**config.mk**
```make
export PLATFORM = sky130hd
export DESIGN_NAME = roc_auc_trapezoid_stream
export DESIGN_NICKNAME = d
export VERILOG_FILES = /design/src/rtl/rocauc_pkg.sv /design/src/rtl/roc_auc_trapezoid_stream.sv /design/src/rtl/rocauc_ctrl.sv /design/src/rtl/rocauc_dp.sv
export VERILOG_INCLUDE_DIRS = /design/src /design/src/rtl
export SDC_FILE = /design/constraint.sdc
export NUM_CORES = 2
export LEC_CHECK = 0
export ABC_CLOCK_PERIOD_IN_PS = 19300
export BUFFER_PORTS_ARGS = -buffer_cell sky130_fd_sc_hd__buf_2
export CORE_MARGIN = 1
export CORE_UTILIZATION = 70
export DETAILED_ROUTE_END_ITERATION = 7
export PLACE_DENSITY = 0.88
export SYNTH_ARGS = -nofsm -noshare
export SYNTH_HDL_FRONTEND = slang
export SYNTH_HIERARCHICAL = 1
export SYNTH_SLANG_ARGS = --single-unit
```
**constraint.sdc**
```tcl
create_clock -name clk -period 19.3 [get_ports clk]
set_input_delay 0.965 -clock clk [delete_from_list [all_inputs] [get_ports clk]]
set_output_delay 0.965 -clock clk [all_outputs]
set_load 0.01 [all_outputs]
```
**src/rtl/assert_macros.svh**
```systemverilog
// Assertion macros for the RTL, included by rocauc_dp.
// Depends on nothing; define SYNTH to compile the checks away.
`ifndef ASSERT_MACROS_SVH
`define ASSERT_MACROS_SVH
`ifndef SYNTH
// Checked at every clock edge outside reset.
`define ASSERT_RST(label, clk, rst_n, prop, msg) \
    label: assert property (@(posedge clk) disable iff (!rst_n) prop) else $error(msg);
// Checked at every clock edge, reset included.
`define ASSERT_ALWAYS(label, clk, prop, msg) \
    label: assert property (@(posedge clk) prop) else $error(msg);
`else
`define ASSERT_RST(label, clk, rst_n, prop, msg)
`define ASSERT_ALWAYS(label, clk, prop, msg)
`endif
`endif

```
**src/rtl/rocauc_pkg.sv**
```systemverilog
// Widths, register map and controller/datapath interface types for the ROC AUC block.
// Depends on nothing; used by every module of the block.
package rocauc_pkg;

    localparam int SCORE_BITS    = 32;
    localparam int FRACTION_BITS = 16;
    localparam int MAX_ITEMS     = 1048576;

    // Counters must be able to hold MAX_ITEMS itself.
    localparam int CNT_W     = $clog2(MAX_ITEMS) + 1;
    localparam int SUM_W     = CNT_W + 1;
    localparam int PROD_W    = CNT_W + SUM_W;
    localparam int AREA_W    = 2 * CNT_W;
    localparam int DEN_W     = 2 * CNT_W + 1;
    localparam int REM_W     = DEN_W + 1;
    localparam int AUC_W     = FRACTION_BITS + 1;
    localparam int OUT_DATA_W = ((AUC_W + 7) / 8) * 8;
    localparam int DIV_CNT_W = $clog2(FRACTION_BITS);

    localparam int CFG_DATA_W = 32;
    localparam int CFG_ADDR_W = 3;

    // Register word index within the configuration space.
    localparam logic [CFG_ADDR_W-3:0] REG_POSITIVE_TOTAL = '0;

    localparam logic [AUC_W-1:0] AUC_ONE = {1'b1, {FRACTION_BITS{1'b0}}};

    typedef struct packed {
        logic load;
        logic mul_area;
        logic acc;
        logic count;
        logic mul_den;
        logic div_init;
        logic div_step;
        logic emit;
    } rocauc_cmd_t;

    typedef struct packed {
        logic close_needed;
        logic last;
        logic div_skip;
        logic div_last;
        logic out_free;
    } rocauc_status_t;

endpackage

```
**src/rtl/roc_auc_trapezoid_stream.sv**
```systemverilog
// Top level of the streaming ROC AUC block: stream ports, configuration register
// and the controller/datapath pair. Depends on rocauc_pkg, rocauc_ctrl, rocauc_dp.
//
//  Port group   Dir   tdata                         tuser          tlast
//  s_*          in    score [31:0]                  is_positive    last_item
//  m_*          out   auc_fraction [16:0]           degenerate     -
//  p*           cfg   reg 0 positive_total [20:0] at byte address 0
//
// A word with an unchanged score is loaded, checked and counted; one that closes a tie
// group also forms and accumulates its trapezoid area before it is counted. The last
// word adds the final point, the divisor product and a restoring divider that retires
// one quotient bit a cycle; the divide steps are skipped when the result saturates or
// is degenerate. A result still waiting in the output register holds the next result
// in its emit cycle, and the input with it. Reset clears all stream state and
// positive_total.
module roc_auc_trapezoid_stream
(
    input  logic                                  clk,
    input  logic                                  rst_n,
    input  logic                                  s_tvalid,
    output logic                                  s_tready,
    input  logic [rocauc_pkg::SCORE_BITS-1:0]     s_tdata,   // [31:0] score
    input  logic                                  s_tuser,   // [0] is_positive
    input  logic                                  s_tlast,   // last_item
    output logic                                  m_tvalid,
    input  logic                                  m_tready,
    output logic [rocauc_pkg::OUT_DATA_W-1:0]     m_tdata,   // [16:0] auc_fraction, rest zero
    output logic                                  m_tuser,   // [0] degenerate
    input  logic                                  psel,
    input  logic                                  penable,
    input  logic                                  pwrite,
    input  logic [rocauc_pkg::CFG_ADDR_W-1:0]     paddr,
    input  logic [rocauc_pkg::CFG_DATA_W-1:0]     pwdata,
    output logic [rocauc_pkg::CFG_DATA_W-1:0]     prdata,
    output logic                                  pready
);

    localparam int CNT_W      = rocauc_pkg::CNT_W;
    localparam int CFG_DATA_W = rocauc_pkg::CFG_DATA_W;
    localparam int CFG_ADDR_W = rocauc_pkg::CFG_ADDR_W;

    logic [CNT_W-1:0]           positive_total_reg;
    logic                       reg_hit;
    rocauc_pkg::rocauc_cmd_t    cmd;
    rocauc_pkg::rocauc_status_t status;
    logic [rocauc_pkg::AUC_W-1:0] auc_fraction;

    assign pready  = 1'b1;
    assign reg_hit = (paddr[CFG_ADDR_W-1:2] == rocauc_pkg::REG_POSITIVE_TOTAL);
    assign prdata  = reg_hit ? CFG_DATA_W'(positive_total_reg) : '0;

    always_ff @(posedge clk or negedge rst_n)
    begin
        if (!rst_n)
        begin
            positive_total_reg <= '0;
        end
        else if (psel && penable && pwrite && pready && reg_hit)
        begin
            positive_total_reg <= pwdata[CNT_W-1:0];
        end
    end

    rocauc_ctrl u_ctrl
    (
        .clk      (clk),
        .rst_n    (rst_n),
        .s_tvalid (s_tvalid),
        .s_tready (s_tready),
        .status   (status),
        .cmd      (cmd)
    );

    rocauc_dp u_dp
    (
        .clk              (clk),
        .rst_n            (rst_n),
        .cmd              (cmd),
        .status           (status),
        .in_score         (s_tdata),
        .in_is_positive   (s_tuser),
        .in_last_item     (s_tlast),
        .positive_total   (positive_total_reg),
        .out_valid        (m_tvalid),
        .out_ready        (m_tready),
        .out_auc_fraction (auc_fraction),
        .out_degenerate   (m_tuser)
    );

    assign m_tdata = rocauc_pkg::OUT_DATA_W'(auc_fraction);

endmodule

```
**src/rtl/rocauc_ctrl.sv**
```systemverilog
// Sequencer for the ROC AUC block: steps each word through compare, close, count,
// and the final divide. Depends on rocauc_pkg.
module rocauc_ctrl
(
    input  logic                       clk,
    input  logic                       rst_n,
    input  logic                       s_tvalid,
    output logic                       s_tready,
    input  rocauc_pkg::rocauc_status_t status,
    output rocauc_pkg::rocauc_cmd_t    cmd
);

    localparam logic [3:0] S_IDLE    = 4'd0;
    localparam logic [3:0] S_CHECK   = 4'd1;
    localparam logic [3:0] S_ACC1    = 4'd2;
    localparam logic [3:0] S_COUNT   = 4'd3;
    localparam logic [3:0] S_MUL2    = 4'd4;
    localparam logic [3:0] S_ACC2    = 4'd5;
    localparam logic [3:0] S_DEN     = 4'd6;
    localparam logic [3:0] S_DIVINIT = 4'd7;
    localparam logic [3:0] S_DIV     = 4'd8;
    localparam logic [3:0] S_EMIT    = 4'd9;

    logic [3:0] state_reg;
    logic [3:0] state_next;

    assign s_tready = (state_reg == S_IDLE);

    always_comb
    begin
        state_next = state_reg;
        cmd        = '0;
        unique case (state_reg)
            S_IDLE:
            begin
                if (s_tvalid)
                begin
                    cmd.load   = 1'b1;
                    state_next = S_CHECK;
                end
            end
            S_CHECK:
            begin
                // A new score closes the previous tie group before this word counts.
                if (status.close_needed)
                begin
                    cmd.mul_area = 1'b1;
                    state_next   = S_ACC1;
                end
                else
                begin
                    cmd.count  = 1'b1;
                    state_next = status.last ? S_MUL2 : S_IDLE;
                end
            end
            S_ACC1:
            begin
                cmd.acc    = 1'b1;
                state_next = S_COUNT;
            end
            S_COUNT:
            begin
                cmd.count  = 1'b1;
                state_next = status.last ? S_MUL2 : S_IDLE;
            end
            S_MUL2:
            begin
                cmd.mul_area = 1'b1;
                state_next   = S_ACC2;
            end
            S_ACC2:
            begin
                cmd.acc    = 1'b1;
                state_next = S_DEN;
            end
            S_DEN:
            begin
                cmd.mul_den = 1'b1;
                state_next  = S_DIVINIT;
            end
            S_DIVINIT:
            begin
                cmd.div_init = 1'b1;
                state_next   = status.div_skip ? S_EMIT : S_DIV;
            end
            S_DIV:
            begin
                cmd.div_step = 1'b1;
                if (status.div_last)
                begin
                    state_next = S_EMIT;
                end
            end
            S_EMIT:
            begin
                if (status.out_free)
                begin
                    cmd.emit   = 1'b1;
                    state_next = S_IDLE;
                end
            end
            default:
            begin
                state_next = S_IDLE;
            end
        endcase
    end

    always_ff @(posedge clk or negedge rst_n)
    begin
        if (!rst_n)
        begin
            state_reg <= S_IDLE;
        end
        else
        begin
            state_reg <= state_next;
        end
    end

endmodule

```
**src/rtl/rocauc_dp.sv**
```systemverilog
// Datapath of the ROC AUC block: counters, shared multiplier, area accumulator,
// restoring divider and the output word register. Depends on rocauc_pkg and assert_macros.svh.
`include "assert_macros.svh"

module rocauc_dp
(
    input  logic                                   clk,
    input  logic                                   rst_n,
    input  rocauc_pkg::rocauc_cmd_t                cmd,
    output rocauc_pkg::rocauc_status_t             status,
    input  logic [rocauc_pkg::SCORE_BITS-1:0]      in_score,
    input  logic                                   in_is_positive,
    input  logic                                   in_last_item,
    input  logic [rocauc_pkg::CNT_W-1:0]           positive_total,
    output logic                                   out_valid,
    input  logic                                   out_ready,
    output logic [rocauc_pkg::AUC_W-1:0]           out_auc_fraction,
    output logic                                   out_degenerate
);

    localparam int CNT_W         = rocauc_pkg::CNT_W;
    localparam int SUM_W         = rocauc_pkg::SUM_W;
    localparam int PROD_W        = rocauc_pkg::PROD_W;
    localparam int AREA_W        = rocauc_pkg::AREA_W;
    localparam int DEN_W         = rocauc_pkg::DEN_W;
    localparam int REM_W         = rocauc_pkg::REM_W;
    localparam int FRACTION_BITS = rocauc_pkg::FRACTION_BITS;
    localparam int DIV_CNT_W     = rocauc_pkg::DIV_CNT_W;

    // Input word held while it is processed.
    logic [rocauc_pkg::SCORE_BITS-1:0] score_reg;
    logic                              positive_reg;
    logic                              last_reg;

    // Stream state.
    logic [CNT_W-1:0]  pos_reg;
    logic [CNT_W-1:0]  neg_reg;
    logic [CNT_W-1:0]  items_reg;
    logic [CNT_W-1:0]  prior_pos_reg;
    logic [CNT_W-1:0]  prior_neg_reg;
    logic [rocauc_pkg::SCORE_BITS-1:0] prev_reg;
    logic              first_reg;
    logic [AREA_W-1:0] area_reg;

    // Arithmetic.
    logic [PROD_W-1:0]        mul_reg;
    logic [DEN_W-1:0]         den_reg;
    logic [REM_W-1:0]         rem_reg;
    logic [FRACTION_BITS-1:0] quot_reg;
    logic [DIV_CNT_W-1:0]     div_cnt_reg;
    logic                     degen_reg;
    logic                     sat_reg;

    // Output word.
    logic                            out_valid_reg;
    logic [rocauc_pkg::AUC_W-1:0]    auc_reg;
    logic                            out_degen_reg;

    logic                     count_ok;
    logic [CNT_W-1:0]         step;
    logic [SUM_W-1:0]         pos_sum;
    logic [CNT_W-1:0]         neg_total;
    logic [CNT_W-1:0]         mul_a;
    logic [SUM_W-1:0]         mul_b;
    logic [DEN_W-1:0]         den_value;
    logic                     area_ge_den;
    logic [REM_W-1:0]         rem_shift;
    logic                     rem_ge;
    logic [rocauc_pkg::AUC_W-1:0] auc_value;

    assign count_ok  = (items_reg < CNT_W'(rocauc_pkg::MAX_ITEMS));
    assign step      = neg_reg - prior_neg_reg;
    assign pos_sum   = SUM_W'(pos_reg) + SUM_W'(prior_pos_reg);
    assign neg_total = items_reg - positive_total;

    // One multiplier serves the trapezoid term and the divisor product P * N.
    assign mul_a = cmd.mul_den ? positive_total : step;
    assign mul_b = cmd.mul_den ? SUM_W'(neg_total) : pos_sum;

    assign den_value   = {mul_reg[DEN_W-2:0], 1'b0};
    assign area_ge_den = (DEN_W'(area_reg) >= den_value);

    assign rem_shift = {rem_reg[REM_W-2:0], 1'b0};
    assign rem_ge    = (rem_shift >= REM_W'(den_reg));

    always_comb
    begin
        priority if (degen_reg)
        begin
            auc_value = '0;
        end
        else if (sat_reg)
        begin
            auc_value = rocauc_pkg::AUC_ONE;
        end
        else
        begin
            auc_value = {1'b0, quot_reg};
        end
    end

    assign status.close_needed = count_ok && !first_reg && (score_reg != prev_reg);
    assign status.last         = last_reg;
    assign status.div_skip     = degen_reg || area_ge_den;
    assign status.div_last     = (div_cnt_reg == DIV_CNT_W'(FRACTION_BITS - 1));
    assign status.out_free     = !out_valid_reg || out_ready;

    assign out_valid        = out_valid_reg;
    assign out_auc_fraction = auc_reg;
    assign out_degenerate   = out_degen_reg;

    always_ff @(posedge clk or negedge rst_n)
    begin
        if (!rst_n)
        begin
            pos_reg       <= '0;
            neg_reg       <= '0;
            items_reg     <= '0;
            prior_pos_reg <= '0;
            prior_neg_reg <= '0;
            prev_reg      <= '0;
            first_reg     <= 1'b1;
            area_reg      <= '0;
            out_valid_reg <= 1'b0;
            div_cnt_reg   <= '0;
        end
        else
        begin
            if (cmd.acc)
            begin
                area_reg      <= area_reg + mul_reg[AREA_W-1:0];
                prior_pos_reg <= pos_reg;
                prior_neg_reg <= neg_reg;
            end
            if (cmd.count && count_ok)
            begin
                if (positive_reg)
                begin
                    pos_reg <= pos_reg + CNT_W'(1);
                end
                else
                begin
                    neg_reg <= neg_reg + CNT_W'(1);
                end
                items_reg <= items_reg + CNT_W'(1);
                prev_reg  <= score_reg;
                first_reg <= 1'b0;
            end
            if (cmd.div_init)
            begin
                div_cnt_reg <= '0;
            end
            else if (cmd.div_step)
            begin
                div_cnt_reg <= div_cnt_reg + DIV_CNT_W'(1);
            end
            if (cmd.emit)
            begin
                out_valid_reg <= 1'b1;
                pos_reg       <= '0;
                neg_reg       <= '0;
                items_reg     <= '0;
                prior_pos_reg <= '0;
                prior_neg_reg <= '0;
                prev_reg      <= '0;
                first_reg     <= 1'b1;
                area_reg      <= '0;
            end
            else if (out_ready)
            begin
                out_valid_reg <= 1'b0;
            end
        end
    end

    always_ff @(posedge clk)
    begin
        if (cmd.load)
        begin
            score_reg    <= in_score;
            positive_reg <= in_is_positive;
            last_reg     <= in_last_item;
        end
        if (cmd.mul_area || cmd.mul_den)
        begin
            mul_reg <= PROD_W'(mul_a) * PROD_W'(mul_b);
        end
        if (cmd.mul_den)
        begin
            degen_reg <= (positive_total == '0) || (items_reg <= positive_total);
        end
        if (cmd.div_init)
        begin
            den_reg  <= den_value;
            rem_reg  <= REM_W'(area_reg);
            quot_reg <= '0;
            sat_reg  <= area_ge_den;
        end
        else if (cmd.div_step)
        begin
            rem_reg  <= rem_ge ? (rem_shift - REM_W'(den_reg)) : rem_shift;
            quot_reg <= {quot_reg[FRACTION_BITS-2:0], rem_ge};
        end
        if (cmd.emit)
        begin
            auc_reg       <= auc_value;
            out_degen_reg <= degen_reg;
        end
    end

    `ASSERT_RST(a_items_split, clk, rst_n, SUM_W'(items_reg) == SUM_W'(pos_reg) + SUM_W'(neg_reg), "item count differs from positives plus negatives")
    `ASSERT_RST(a_prior_order, clk, rst_n, prior_neg_reg <= neg_reg, "closed point lies beyond the negatives counted")
    `ASSERT_RST(a_rem_bound, clk, rst_n, cmd.div_step |-> rem_reg < REM_W'(den_reg), "divider remainder not below divisor")
    `ASSERT_RST(a_emit_clears, clk, rst_n, cmd.emit |=> (items_reg == '0) && first_reg, "stream state not cleared after result")

endmodule

```
==> impl_results.md <==
* IO buf count at 103
* YS warnings at 6
* Sequential share of the synthesized area at 27.16%
* Vias in the first global route at 32275
* Layout area overhead at 6.538%
* DR vias at 32198
* Skew final at 33.03 ps
* Root Buffer: clkbuf_16
* Synthesized area at 40510 um^2
* CTS sink cnt at 407
* Top Ports at 136
* R2R Setup Slk at 8550 ps
* Post-synthesis mux area share at 3.703%
* Share of cells above drive strength 1 at 6.907%
* Max incr delay on CP at 670 ps
* DR WL/cell at 19.85 um
* Cell family with the largest share of critical-path delay: adder cells
* Mapped Cells at 4374
* Critical-path top delay cell: mux2_2
* Async S/R FF share, synth at 51.60%
* Max clock buf depth at 3
* Clk slew on worst S/H paths at 70 ps
* Met1 WL at 40560 um
* Pin count of the biggest net entering global routing at 105
* Metal3 WL at 9641 um
* Row count at 87
* Setup_tns at 0 ps
* Crit Path Class: reg2reg
* Die Y at 242.6 um
* Post-layout net count at 5206
* Crit path time final at 10750 ps
* Post-CTS Setup Bufs at 0
* CP Data Arrival Time at 11070 ps
* Maxcap violations at 0
* Simple-gate portion of the synthesized area at 14.77%
* Final Setup Violations at 0
* Remaining antenna violation count after routing at 0
* Largest family of logic cells by synthesized area: adder cells
* All-Layer GR Usage at 35.47%
* Most Frequent Cell on Critical Path: fa_1
* Number of synthesized register bits at 407
* Core Region at 56820 um^2
* Initial Util at 71.30%
* WP buf/inv at 7
* DR top layer: met4
* Crit path launch type: register
* Post-Layout Cell Count at 5202
* Synth Area in Compound Gates at 12.25%
* Final Cycle Share at 55.68%
* Hold buffers post-CTS at 0
* Run status: finished, final reports clean
* Most used DFF post-synth: dfrtp_1
* Synth Area per Inst at 9.262 um^2
* Vias per Instance at 6.190
* WHS at 420.9 ps
* Rel. slew slack at 20.11%
* First-pass GRT wire length at 166900 um
* DR pass1 iterations at 8
* Placed cells at 5122
* Die Wd at 242.6 um
* RePlAce Congestion at 0.9889
* Die Area at 58840 um^2
* Hold Crit Class: in2async
* TritonCTS buffer count at 43
* Clk Latency, worst-skew pair at 590 ps
* CTS resizes at 0
* Fmax at 93.05 MHz
* Adder-Cell Fraction of Synth Area at 29.27%
* Routed wl met2 at 46820 um
* XOR/XNOR Fraction of Synth Area at 5.253%
* DPL Wire Length at 78080 um
* Congestion Overflow GR at 0
* Hold Fails Final Rpt at 0
* Initial antenna violation count at 1
* Max reg flops at 43
* Slew Limit Fails at 0
* Worst-Margin Slew at 1194 ps
* Unique cell type count in the Yosys netlist at 87
* CTS tree: done
* EDFF count, synth at 180
* Residual DRC at 0
* CP required at 19620 ps
* RSZ-0062 raised after global routing: false
* Crit-path max FO at 21
* H-Tree Depth at 2
* Drt total wl at 103300 um
* Initial drt markers at 2940
* Worst setup EP type: register
-- synthesized netlist by cell type, drive strengths merged (7+ instances only) --
cell type,count,share of area [%]
xnor2,131,2.8
fa,381,19
inv,605,5.6
a211oi,30,0.59
nor3b,8,0.15
or2,12,0.19
a22o,20,0.43
dfxtp,17,0.84
o21bai,21,0.39
a21oi,223,2.8
a21boi,10,0.19
a31oi,21,0.32
and3,30,0.46
o211ai,20,0.37
a21o,125,2.3
o31ai,12,0.22
mux2,43,1.4
and2,66,1.0
a31o,7,0.15
dfrtp,209,13
nand3,46,0.57
nor2,443,4.1
edfxtp,180,13
or3,21,0.32
o21a,43,0.80
buf,61,0.92
nor2b,50,0.77
nand4,48,0.74
nand4b,8,0.21
and4,16,0.36
a221oi,9,0.23
nand2,491,4.5
o21ai,132,1.6
ha,338,10
a22oi,17,0.32
nand2b,25,0.39
nor3,41,0.51
xor2,112,2.4
mux2i,94,2.3
nor4,12,0.19
clkbuf,115,1.1
-- path summary, 6_finish.rpt --
| check | start | endpoint | cells past startpoint |
|---|---|---|---|
| max in group asynchronous | rst_n | u_dp/area_reg[2] | 3 |
| min reg2reg | u_dp/first_reg | u_dp/first_reg | 2 |
| max | u_dp/neg_reg[0] | u_dp/mul_reg[40] | 36 |
| min | rst_n | u_dp/neg_reg[14] | 1 |
| max reg2reg | u_dp/neg_reg[0] | u_dp/mul_reg[40] | 36 |
| min in group clk | u_dp/first_reg | u_dp/first_reg | 2 |
-- stage by stage --
stage	instance area, um^2	utilization (%)	setup slack [ps]
floorplan	40580	-	10020
global placement	41640	73.29	8903
detailed placement	41640	73.29	8744
CTS	43160	75.95	8707
global route	43160	75.95	7962
finish	43160	75.96	8553
-- area by class of cell --
class                           count  area [um^2]
Antenna cell                        1        2.502
Clock buffer                       56         1239
Clock inverter                     23        277.8
Fill cell                        3704        13660
Inverter                          605         2271
Multi-Input combinational cell   3203        26540
Sequential cell                   407        11000
Tap cell                          756        945.9
Timing Repair Buffer              151        885.9
-- placed cells by master (no fill, tap or decap), types with 14 or more instances in the layout --
master       n
o21a_1      43
or3_1       21
fa_1       381
a31oi_1     21
nor2_1     439
xnor2_1    131
dfrtp_1    209
dfxtp_1     17
nand2b_1    25
o211ai_1    20
mux2_4      20
mux2_2      23
nor3_1      40
o21ai_1     31
a21oi_1    222
ha_1       338
edfxtp_1   180
nand3_1     46
mux2i_1     94
buf_4       48
conb_1      19
a22oi_1     17
and2_1      66
a21o_1     125
o21ai_0     99
o21bai_1    21
a22o_1      20
a211oi_1    29
and4_1      14
buf_2      102
nor2b_1     49
nand2_1    491
clkbuf_16   46
nand4_1     48
xor2_1     112
inv_1      604
and3_1      30
-- metal layers --
metal / vias to the layer above / global-route usage (%)
met1: 15539 / 46.80
met4: 0 / 18.52
li1: 14580 / -
met3: 372 / 6.502
met2: 1707 / 56.24
met5: - / 0
-- logic make-up after synthesis --
| logic type | count (synthesis) |
|---|---|
| AND/OR/NAND/NOR | 1328 |
| multiplexers | 137 |
| XOR/XNOR | 243 |
| AO/OA/AOI/OAI | 757 |
| flip-flops | 407 |
| buffers and inverters | 781 |
| adder cells (fa/ha/maj) | 719 |
| other | 2 |
Power is not shown: default switching activity piles up to over one toggle a cycle in this logic, so the estimate is an artifact.
